[src/rtl/keyframe_path_interpolator_core_assert.svh]
// Assertion helpers for the path interpolator core.
// Both macros sample on i_clk and are disabled while i_rst_n is low.
`ifndef KEYFRAME_PATH_INTERPOLATOR_CORE_ASSERT_SVH
`define KEYFRAME_PATH_INTERPOLATOR_CORE_ASSERT_SVH

// Same-cycle implication.
`define KPI_ASSERT_SAME(lbl, ante, cons) \
    lbl: assert property (@(posedge i_clk) disable iff (!i_rst_n) (ante) |-> (cons)) \
        else $error("kpi assertion failed");

// Next-cycle implication.
`define KPI_ASSERT_NEXT(lbl, ante, cons) \
    lbl: assert property (@(posedge i_clk) disable iff (!i_rst_n) (ante) |=> (cons)) \
        else $error("kpi assertion failed");

`endif

[src/rtl/kpi_pkg.sv]
`timescale 1ns / 1ps

package kpi_pkg;

    localparam logic signed [31:0] POS_RESET_DISTANCE = 32'sh0005_0000;
    localparam logic [15:0]        FPS_RESET          = 16'd3000;

    // Divider: 48-bit magnitude, four quotient bits per cycle.
    localparam int PROD_W     = 48;
    localparam int DIV_RADIX  = 4;
    localparam int DIV_STEPS  = PROD_W / DIV_RADIX;
    localparam int STEP_W     = $clog2(DIV_STEPS);
    localparam int SUM_W      = PROD_W + 2;

    localparam logic MODE_ADD  = 1'b0;
    localparam logic MODE_TICK = 1'b1;

    typedef struct packed {
        logic               mode;
        logic signed [31:0] point_distance;
        logic signed [31:0] point_angle_x;
        logic signed [31:0] point_angle_y;
    } t_in;

    typedef struct packed {
        logic signed [31:0] distance;
        logic signed [31:0] angle_x;
        logic signed [31:0] angle_y;
        logic               add_rejected;
    } t_out;

    typedef struct packed {
        logic signed [31:0] distance;
        logic signed [31:0] angle_x;
        logic signed [31:0] angle_y;
    } t_point;

    typedef enum logic [1:0] {
        COMP_DIST = 2'd0,
        COMP_AX   = 2'd1,
        COMP_AY   = 2'd2
    } t_comp;

    typedef enum logic [10:0] {
        ST_IDLE = 11'b000_0000_0001,
        ST_RDA  = 11'b000_0000_0010,
        ST_RDB  = 11'b000_0000_0100,
        ST_CAPB = 11'b000_0000_1000,
        ST_ONE  = 11'b000_0001_0000,
        ST_DIFF = 11'b000_0010_0000,
        ST_MUL  = 11'b000_0100_0000,
        ST_DIV  = 11'b000_1000_0000,
        ST_FIX  = 11'b001_0000_0000,
        ST_ADD  = 11'b010_0000_0000,
        ST_EMIT = 11'b100_0000_0000
    } t_state;

    function automatic logic signed [31:0] get_comp(input t_point p, input t_comp c);
        logic signed [31:0] v;
        unique case (c)
            COMP_DIST: v = p.distance;
            COMP_AX:   v = p.angle_x;
            COMP_AY:   v = p.angle_y;
            default:   v = p.distance;
        endcase
        return v;
    endfunction

endpackage

[src/rtl/keyframe_path_interpolator_core.sv]
`timescale 1ns / 1ps
// An append, or a tick with fewer than two points, gives its word without using the divider;
// a tick with two or more points makes three passes, one per component, through the shared
// multiply and radix-16 divide unit.
// Throughput: one word at a time; the next word is taken the cycle after the result loads.
// Reset (synchronous, active low) clears the point count, frame and segment counters, sets
// the position to distance 5.0 and the segment length to 3000; the point table is not reset.
module keyframe_path_interpolator_core
    import kpi_pkg::*;
#(
    parameter int MAX_POINTS = 16
) (
    input  logic        i_clk,
    input  logic        i_rst_n,
    input  logic        i_cfg_we,
    input  logic [15:0] i_cfg_wdata,
    input  logic        i_in_valid,
    output logic        o_in_stall,
    input  t_in         i_in_data,
    output logic        o_out_valid,
    input  logic        i_out_stall,
    output t_out        o_out_data
);

`include "keyframe_path_interpolator_core_assert.svh"

    localparam int CW = $clog2(MAX_POINTS + 1);
    localparam int SW = $clog2(MAX_POINTS);

    t_state                 r_state, n_state;
    logic [15:0]            r_fps;
    logic [CW-1:0]          r_count;
    logic [15:0]            r_frame;
    logic [SW-1:0]          r_seg;
    logic [SW-1:0]          r_sel;
    logic [15:0]            r_n;
    t_point                 r_pos;
    logic                   r_rej;
    t_point                 r_mem [MAX_POINTS];
    t_point                 r_rdata;
    t_point                 r_a, r_b;
    t_comp                  r_comp;
    logic                   r_neg;
    logic [31:0]            r_mag;
    logic [PROD_W-1:0]      r_dvd;
    logic [15:0]            r_rem;
    logic [STEP_W-1:0]      r_step;
    logic signed [SUM_W-1:0] r_q;
    logic                   r_out_valid;
    t_out                   r_out;

    logic                   in_acc;
    logic                   add_ok;
    logic                   slot_free;
    logic [SW-1:0]          rd_addr;
    logic signed [31:0]     a_c, b_c;
    logic signed [32:0]     d_ba, d_ab;
    logic [PROD_W-1:0]      n_dvd;
    logic [15:0]            n_rem;
    logic signed [SUM_W-1:0] q_ext, sum;
    logic signed [31:0]     sat_val;
    logic [16:0]            frame_inc;
    logic                   seg_wrap;

    assign in_acc      = i_in_valid && !o_in_stall;
    assign add_ok      = in_acc && i_in_data.mode == MODE_ADD && r_count < CW'(MAX_POINTS);
    assign o_in_stall  = (r_state != ST_IDLE);
    assign slot_free   = !r_out_valid || !i_out_stall;
    assign o_out_valid = r_out_valid;
    assign o_out_data  = r_out;

    assign rd_addr = (r_state == ST_RDB) ? r_sel + SW'(1) : r_sel;
    assign a_c     = get_comp(r_a, r_comp);
    assign b_c     = get_comp(r_b, r_comp);
    assign d_ba    = 33'(b_c) - 33'(a_c);
    assign d_ab    = 33'(a_c) - 33'(b_c);

    // Four restoring-division steps per cycle; the dividend register collects the quotient.
    always_comb begin
        logic [16:0]       trial;
        logic              qbit;
        logic [PROD_W-1:0] dvd;
        logic [15:0]       rem;
        dvd = r_dvd;
        rem = r_rem;
        for (int k = 0; k < DIV_RADIX; k++) begin
            trial = {rem, dvd[PROD_W-1]};
            qbit  = (trial >= {1'b0, r_n});
            dvd   = {dvd[PROD_W-2:0], qbit};
            rem   = qbit ? 16'(trial - {1'b0, r_n}) : trial[15:0];
        end
        n_dvd = dvd;
        n_rem = rem;
    end

    assign q_ext = {2'b00, r_dvd};
    assign sum   = SUM_W'(a_c) + r_q;

    always_comb begin
        if (sum[SUM_W-1:31] == '0 || sum[SUM_W-1:31] == '1) begin
            sat_val = sum[31:0];
        end else if (sum[SUM_W-1]) begin
            sat_val = 32'sh8000_0000;
        end else begin
            sat_val = 32'sh7FFF_FFFF;
        end
    end

    assign frame_inc = 17'(r_frame) + 17'd1;
    assign seg_wrap  = ((CW+1)'(r_sel) + (CW+1)'(2)) >= (CW+1)'(r_count);

    always_comb begin
        n_state = r_state;
        unique case (r_state)
            ST_IDLE: begin
                if (in_acc) begin
                    if (i_in_data.mode == MODE_ADD || r_count == '0) begin
                        n_state = ST_EMIT;
                    end else begin
                        n_state = ST_RDA;
                    end
                end
            end
            ST_RDA:  n_state = (r_count == CW'(1)) ? ST_ONE : ST_RDB;
            ST_RDB:  n_state = ST_CAPB;
            ST_CAPB: n_state = ST_DIFF;
            ST_ONE:  n_state = ST_EMIT;
            ST_DIFF: n_state = ST_MUL;
            ST_MUL:  n_state = ST_DIV;
            ST_DIV:  n_state = (r_step == STEP_W'(DIV_STEPS - 1)) ? ST_FIX : ST_DIV;
            ST_FIX:  n_state = ST_ADD;
            ST_ADD:  n_state = (r_comp == COMP_AY) ? ST_EMIT : ST_DIFF;
            ST_EMIT: n_state = slot_free ? ST_IDLE : ST_EMIT;
            default: n_state = ST_IDLE;
        endcase
    end

    always_ff @(posedge i_clk) begin
        if (add_ok) begin
            r_mem[r_count[SW-1:0]] <= '{i_in_data.point_distance,
                                        i_in_data.point_angle_x,
                                        i_in_data.point_angle_y};
        end
        r_rdata <= r_mem[rd_addr];
    end

    always_ff @(posedge i_clk) begin
        if (!i_rst_n) begin
            r_state     <= ST_IDLE;
            r_fps       <= FPS_RESET;
            r_count     <= '0;
            r_frame     <= '0;
            r_seg       <= '0;
            r_pos       <= '{POS_RESET_DISTANCE, 32'sd0, 32'sd0};
            r_out_valid <= 1'b0;
        end else begin
            r_state <= n_state;
            if (i_cfg_we) begin
                r_fps <= i_cfg_wdata;
            end
            if (r_state == ST_EMIT && slot_free) begin
                r_out_valid <= 1'b1;
            end else if (!i_out_stall) begin
                r_out_valid <= 1'b0;
            end
            if (add_ok) begin
                r_count <= r_count + CW'(1);
            end
            if (r_state == ST_ONE) begin
                r_pos <= r_rdata;
            end
            if (r_state == ST_ADD) begin
                case (r_comp)
                    COMP_DIST: r_pos.distance <= sat_val;
                    COMP_AX:   r_pos.angle_x  <= sat_val;
                    default:   r_pos.angle_y  <= sat_val;
                endcase
                if (r_comp == COMP_AY) begin
                    // The counters move only after all three components are done.
                    if (frame_inc >= 17'(r_n)) begin
                        r_frame <= '0;
                        r_seg   <= seg_wrap ? '0 : r_sel + SW'(1);
                    end else begin
                        r_frame <= frame_inc[15:0];
                        r_seg   <= r_sel;
                    end
                end
            end
        end
    end

    always_ff @(posedge i_clk) begin
        unique case (r_state)
            ST_IDLE: begin
                r_rej  <= (i_in_data.mode == MODE_ADD) && (r_count >= CW'(MAX_POINTS));
                r_n    <= (r_fps == '0) ? 16'd1 : r_fps;
                r_comp <= COMP_DIST;
                if (r_count < CW'(2) ||
                    (CW+1)'(r_seg) + (CW+1)'(1) >= (CW+1)'(r_count)) begin
                    r_sel <= '0;
                end else begin
                    r_sel <= r_seg;
                end
            end
            ST_RDB:  r_a <= r_rdata;
            ST_CAPB: r_b <= r_rdata;
            ST_DIFF: begin
                r_neg <= d_ba[32];
                r_mag <= d_ba[32] ? d_ab[31:0] : d_ba[31:0];
            end
            ST_MUL: begin
                r_dvd  <= PROD_W'(r_mag) * PROD_W'(r_frame);
                r_rem  <= '0;
                r_step <= '0;
            end
            ST_DIV: begin
                r_dvd  <= n_dvd;
                r_rem  <= n_rem;
                r_step <= r_step + STEP_W'(1);
            end
            ST_FIX: begin
                // Floor of a negative quotient: -(Q + 1) when a remainder is left, else -Q.
                if (!r_neg) begin
                    r_q <= q_ext;
                end else if (r_rem != '0) begin
                    r_q <= ~q_ext;
                end else begin
                    r_q <= -q_ext;
                end
            end
            ST_ADD: begin
                if (r_comp == COMP_DIST) begin
                    r_comp <= COMP_AX;
                end else begin
                    r_comp <= COMP_AY;
                end
            end
            ST_EMIT: begin
                if (slot_free) begin
                    r_out <= '{r_pos.distance, r_pos.angle_x, r_pos.angle_y, r_rej};
                end
            end
            default: begin
            end
        endcase
    end

    `KPI_ASSERT_NEXT(a_count_grows, add_ok, r_count == $past(r_count) + CW'(1))
    `KPI_ASSERT_SAME(a_seg_valid, r_count >= CW'(2), CW'(r_seg) < r_count - CW'(1))
    `KPI_ASSERT_SAME(a_div_bound, r_state == ST_DIV, r_step < STEP_W'(DIV_STEPS))
    `KPI_ASSERT_NEXT(a_emit_loads, r_state == ST_EMIT && slot_free, o_out_valid && r_state == ST_IDLE)

endmodule
[config.mk]
export PLATFORM = sky130hd
export DESIGN_NAME = keyframe_path_interpolator_core
export DESIGN_NICKNAME = d
export VERILOG_FILES = /design/src/rtl/kpi_pkg.sv /design/src/rtl/keyframe_path_interpolator_core.sv
export VERILOG_INCLUDE_DIRS = /design/src /design/src/rtl
export SDC_FILE = /design/constraint.sdc
export NUM_CORES = 2
export LEC_CHECK = 0
export BUFFER_PORTS_ARGS = -buffer_cell sky130_fd_sc_hd__buf_2
export CORE_ASPECT_RATIO = 0.7
export CORE_MARGIN = 2
export CORE_UTILIZATION = 25
export DETAILED_ROUTE_END_ITERATION = 10
export GPL_TIMING_DRIVEN = 0
export PLACE_DENSITY = 0.42
export SLEW_MARGIN = 40
export SYNTH_ARGS = -nofsm -noshare
export SYNTH_HDL_FRONTEND = slang
export SYNTH_SLANG_ARGS = --single-unit
[constraint.sdc]
create_clock -name i_clk -period 24.9 [get_ports i_clk]
set_input_delay 0 -clock i_clk [delete_from_list [all_inputs] [get_ports i_clk]]
set_output_delay 0 -clock i_clk [all_outputs]
set_load 0.005 [all_outputs]
== Word level (Yosys, flattened, before mapping) ==
Memory sizes are Yosys's and may differ from the RTL's. A register that Yosys moved wholly into a read port is not among the register bits.
Cells that the tools add are included.
Storage, ports and cells
  output and inout port bits: 99
  register bits after elaboration: 612
  memory bits (writable): 1536
  memories kept: 1
  word-level logic and storage cells: 135
  bits of input ports: 118
Memory list
  r_mem: words 16, bits a word 96, read ports 1, clocked after memory_dff 1, wr ports 1, RTL line keyframe_path_interpolator_core.sv:39  | t_point r_mem [MAX_POINTS];
Cells by class
  multiplexer cells: 36
  multiply operators: 1
  $lt $le $gt $ge: 10
  bitwise operators: 2
  eq/ne operators: 19
  reductions and logical operators: 22
  $add $sub $neg: 14
Operator list (number)
  $mux 32: 6
  $mux 96: 2
  $pmux 32 s2: 2
  $pmux 11 s11: 1
  $pmux 48 s2: 1
  $ge 17x16->1: 5
  $mux 16: 5
  $sub 16x16->16: 4
  $add 32x50->50: 1
  $mux 50: 1
  $neg 48->50: 1
  $not 48->50: 1
  $mul 32x16->48: 1
  $mux 48: 1
  $mux 11: 4
  $sub 32x32->33: 1
  $pmux 16 s2: 1
  $sub 32x32->32: 1
  $eq 19x19->1 const B: 1
  $logic_not 19->1: 1
  $add 16x1->17 const B: 1
  $logic_not 16->1: 1
  $reduce_bool 16->1: 1
  $mux 4: 3
  other kinds (41): 57

== Logic depth before layout (Yosys ltp) ==
  word-level depth: 9
  depth in mapped cells: 51
  gate-level depth less buffers: 44

== Worst setup path after synthesis ==
Ideal clock, no wire load.
  path kind: reg-to-reg
  from: register r_state[3]
  to: memory r_mem[3][0] (netlist bit) (enable)
  buffers on the path: 0
  data required time: 24231 ps
  arrival time: 9049 ps
  stages on the path, launching flop included: 9
  path slack: 15182 ps
  period minus slack after synthesis: 9718 ps
  setup time: 669 ps
  cells stage by stage: dfxtp_1 > nor4_1 > and3_1 > and3_1 > nand2_1 > or2_2 > nor2_1 > nand2_1 > nor3_1
On the way
  longest elaborated chain between the ends: 7
Ends and longest elaborated chain
  start, declared: RTL line keyframe_path_interpolator_core.sv:30  | t_state r_state, n_state;
  start signal, assigned: RTL line keyframe_path_interpolator_core.sv:157  | r_state <= n_state;
  $ne 11x1->1: RTL line keyframe_path_interpolator_core.sv:67  | assign o_in_stall = (r_state != ST_IDLE);
  $logic_not 1->1: RTL line keyframe_path_interpolator_core.sv:65  | assign in_acc = i_in_valid && !o_in_stall;
  $logic_and 1x1->1: RTL line keyframe_path_interpolator_core.sv:65
  $logic_and 1x1->1 (2 in a row): RTL line keyframe_path_interpolator_core.sv:66  | assign add_ok = in_acc && i_in_data.mode == MODE_ADD && r_count < CW'(MAX_POINTS);
  $mux 1: RTL line keyframe_path_interpolator_core.sv:139  | if (add_ok) begin
  $mux 1 (implied by the code): RTL line keyframe_path_interpolator_core.sv:140  | r_mem[r_count[SW-1:0]] <= '{i_in_data.point_distance,
  end, declared: RTL line keyframe_path_interpolator_core.sv:39
Every way passes these cells.

== Worst setup path after layout ==
  from: register r_n[1]
  to: register r_rem[0], data pin
On the way
  longest elaborated chain between the ends: 9
  elaborated cells on any way between the ends: 12
  classes of those cells: add/sub (3); order compare (4); mux (5)
Ends and longest elaborated chain
  start, declared: RTL line keyframe_path_interpolator_core.sv:36  | logic [15:0] r_n;
  start signal, assigned: RTL line keyframe_path_interpolator_core.sv:196  | r_n <= (r_fps == '0) ? 16'd1 : r_fps;
  $sub 16x16->16 or $ge 17x16->1 (tied branches): RTL line keyframe_path_interpolator_core.sv:90, keyframe_path_interpolator_core.sv:88
  $mux 16: RTL line keyframe_path_interpolator_core.sv:90  | rem = qbit ? 16'(trial - {1'b0, r_n}) : trial[15:0];
  $sub 16x16->16 or $ge 17x16->1 (tied branches): RTL line keyframe_path_interpolator_core.sv:90, keyframe_path_interpolator_core.sv:88
  $mux 16: RTL line keyframe_path_interpolator_core.sv:90
  $sub 16x16->16 or $ge 17x16->1 (tied branches): RTL line keyframe_path_interpolator_core.sv:90, keyframe_path_interpolator_core.sv:88
  $mux 16: RTL line keyframe_path_interpolator_core.sv:90
  $ge 17x16->1 (*): RTL line keyframe_path_interpolator_core.sv:88  | qbit = (trial >= {1'b0, r_n});
  $mux 16 (*): RTL line keyframe_path_interpolator_core.sv:90
  $pmux 16 s2 (*): RTL line keyframe_path_interpolator_core.sv:193  | unique case (r_state)
  end signal, assigned: RTL line keyframe_path_interpolator_core.sv:218  | r_rem <= n_rem;
  end, declared: RTL line keyframe_path_interpolator_core.sv:46  | logic [15:0] r_rem;
Every way passes the cells marked *; elsewhere a longest branch is shown, timed or not.
A chain may end at the register's enable or synchronous reset.

==> flow_metrics.env <==
export IMPL_status="complete, no violations"
export IMPL_post_synth_instance_area_sq_um=110000
export IMPL_path_common_cell="sky130_fd_sc_hd__o21ai_0"
export IMPL_reg2reg_depth=48
export IMPL_first_pass_grt_wire_length_microns=533300
export IMPL_numCtsBuffers=226
export IMPL_core_area_sq_um=437400
export IMPL_hold_path_cell_count=4
export IMPL_number_of_levels_the_h_tree_was_split_into=4
export IMPL_flow_area_growth_from_synthesis_pct=20.42
export IMPL_finish_net_count=9198
export IMPL_postSynthAreaPerCell_sq_um=14.78
export IMPL_timing_final_hold_violations=0
export IMPL_synth_cell_types=113
export IMPL_floorplan_rows=203
export IMPL_dp_worst_setup_slack_ns=12.25
export IMPL_max_cap_viol=0
export IMPL_io_buffer_count=215
export IMPL_synth_seq_cells=2244
export IMPL_layout_core_utilization_pct=30.29
export IMPL_drtPass1Iterations=6
export IMPL_post_layout_total_power_mw=18.45
export IMPL_cts_num_sinks=2244
export IMPL_grt_ovfl_total=0
export IMPL_worst_skew_pair_late_latency_ns=0.94
export IMPL_clock_tree_from_tritoncts="built"
export IMPL_worst_pin_slew_ns=0.9612
export IMPL_worst_endpoint_required_ns=25.55
export IMPL_synth_enable_flop_cells=1999
export IMPL_post_synth_main_area_contributors="sky130_fd_sc_hd__edfxtp_1, sky130_fd_sc_hd__mux4_2, sky130_fd_sc_hd__fa_1"
export IMPL_ys_warn_count=0
export IMPL_dieArea_sq_um=445500
export IMPL_cp_top_family="compound AO/OA/AOI/OAI gates"
export IMPL_maxSlewHeadroom_pct=35.92
export IMPL_detail_route_drc_violations=0
export IMPL_cpPeakStageDelay_ns=0.58
export IMPL_p_leak_nw=46.07
export IMPL_worstPathArrival_ns=13.40
export IMPL_synth_top_cell_area_share_pct=54.56
export IMPL_mostFrequentLayoutCells="sky130_fd_sc_hd__edfxtp_1, sky130_fd_sc_hd__nand2_1, sky130_fd_sc_hd__inv_1, sky130_fd_sc_hd__mux4_2, sky130_fd_sc_hd__fa_1"
export IMPL_multi_input_comb_area_sq_um=42020
export IMPL_total_vias_in_the_final_route=67800
export IMPL_powerDensity_nw_per_um2=139.3
export IMPL_worst_hold_path_type="input pin to flip-flop"
export IMPL_synthArstFlopShare_pct=0
export IMPL_crit_slowest_cell="sky130_fd_sc_hd__o31ai_1"
export IMPL_finalCriticalPeriod_ns=12.75
export IMPL_max_freq_mhz=78.44
export IMPL_grt_setup_unrepaired="false"
export IMPL_synth_cells=7441
export IMPL_setup_viol=0
export IMPL_worstPathBufferInverterCount=8
export IMPL_synth_nets=8319
export IMPL_cp_class="flip-flop to flip-flop"
export IMPL_antenna_violating_nets_remaining=0
export IMPL_synth_largest_area_cell="sky130_fd_sc_hd__edfxtp_1"
export IMPL_critical_path_cell_count=48
export IMPL_io_pin_count=217
export IMPL_slew_viols_final=0
export IMPL_dpl_hpwl_microns=290300
export IMPL_finalCritPeriodShare_pct=51.20
export IMPL_grt_max_degree=27
export IMPL_antenna_found_initial=78
export IMPL_final_common_cell="sky130_fd_sc_hd__edfxtp_1"
export IMPL_floorplan_die_height_microns=559.0
export IMPL_starting_drc_count_in_detailed_routing=6807
export IMPL_ctsResizeCount=0
export IMPL_ys_seq_area_share_pct=59.02
export IMPL_max_clock_path_buffers=4
export IMPL_seqCellArea_sq_um=64930
export IMPL_crit_path_max_fanout=10
export IMPL_layout_setup_ws_ns=12.15
export IMPL_start_kind="flip-flop"
export IMPL_post_drt_via_cell_ratio=4.720
export IMPL_detail_route_wl_per_cell_microns=26.50
export IMPL_place_gp_congestion=0.8784
export IMPL_finalClockSkew_ns=0.1139
export IMPL_tns_ns=0
export IMPL_clk_pin_slew_worst_paths_ns=0.06
export IMPL_cts_root_buffer="sky130_fd_sc_hd__clkbuf_16"
export IMPL_floorplan_die_width_microns=796.9
export IMPL_nFillCells=43560
export IMPL_power_ir_vdd_worst_uv=290.5
export IMPL_initial_core_util_pct=25.15
export IMPL_globalRouteTotalUtil_pct=16.73
export IMPL_ys_flop_type="sky130_fd_sc_hd__edfxtp_1"
export IMPL_timing_critical_path_to_type="flip-flop"
export IMPL_final_wirelength_microns=380700
export IMPL_drive_above_1_share_pct=18.86
export IMPL_first_global_vias=68330
==> final cells by class <==
| class | instances | share of cell area (%) |
|---|---|---|
| Sequential cell | 2244 | 49.01 |
| Multi-Input combinational cell | 4271 | 31.72 |
| Tap cell | 5842 | 5.517 |
| Timing Repair Buffer | 651 | 5.494 |
| Clock buffer | 313 | 4.682 |
| Inverter | 555 | 1.574 |
| Buffer | 371 | 1.265 |
| Clock inverter | 100 | 0.7008 |
| Antenna cell | 18 | 0.03400 |
==> final timing paths <==
kind         slack, ns      start        endpoint
min               0.01   i_cfg_we        r_fps[9]
max              12.15     r_n[1]        r_rem[0]
min reg2reg       0.40  r_pos[57]  o_out_data[58]
max reg2reg      12.15     r_n[1]        r_rem[0]
==> sequential cells by signal (all words and copies together) (netlist names), 32 cells and up <==
name / flops
r_mag: 32
r_rdata: 96
r_dvd: 48
r_pos: 96
r_b: 96
r_mem: 1536
r_q: 50
o_out_data: 97
r_a: 96
==> timing repair <==
item | in CTS | in global routing
endpoints found under the hold margin | 1703 | 0
hold buffers | 186 | 0
buffers inserted | 0 | 0
==> worst min-delay path: stages <==
cell and delay, ns:
sky130_fd_sc_hd__clkbuf_1 0.22, sky130_fd_sc_hd__clkbuf_1 0.34, sky130_fd_sc_hd__mux2i_1 0.19, sky130_fd_sc_hd__nand2_1 0.07
==> per-stage QoR <==
step | std cells | instance area (sq um) | hold WS, ns
final | 14370 | 132500 | 0.01432
after global routing | 14360 | 132500 | 0.03600
after CTS | 14350 | 132400 | 0.002940
after detailed placement | 13750 | 123400 | 0.2254
after global placement | 13500 | 118400 | 0.2183
after floorplan | 7441 | 110000 | 0.09887
==> power breakdown <==
group | switching (mW) | internal, mW
Combinational | 6.61 | 3.80
Sequential | 0.255 | 4.42
Clock | 1.47 | 1.88
==> synthesized netlist by cell type (all sizes together), types with 101 or more instances <==
| master | count |
|---|---|
| and2 | 160 |
| dfxtp | 245 |
| buf | 101 |
| clkbuf | 270 |
| mux2i | 113 |
| ha | 335 |
| mux4 | 480 |
| a21oi | 349 |
| inv | 555 |
| nor2 | 346 |
| nand2 | 661 |
| fa | 425 |
| xnor2 | 154 |
| edfxtp | 1999 |
| o21ai | 180 |
==> metal layers <==
metal	GRT usage [%]	part of all wire (%)	vias to the layer above
li1	-	-	29450
met1	24.29	46	35810
met2	26.24	45	2072
met3	2.810	6.0	433
met4	3.635	2.4	30
met5	0	0.051	-
==> kinds of logic after synthesis <==
group | synth area share, %
simple gates | 6.907
flops | 59.02
mux | 11.10
xor+xnor | 1.862
fa+ha+maj | 11.54
compound gates | 6.270
buf+inv | 3.294
(Power assumes the default switching activity.)
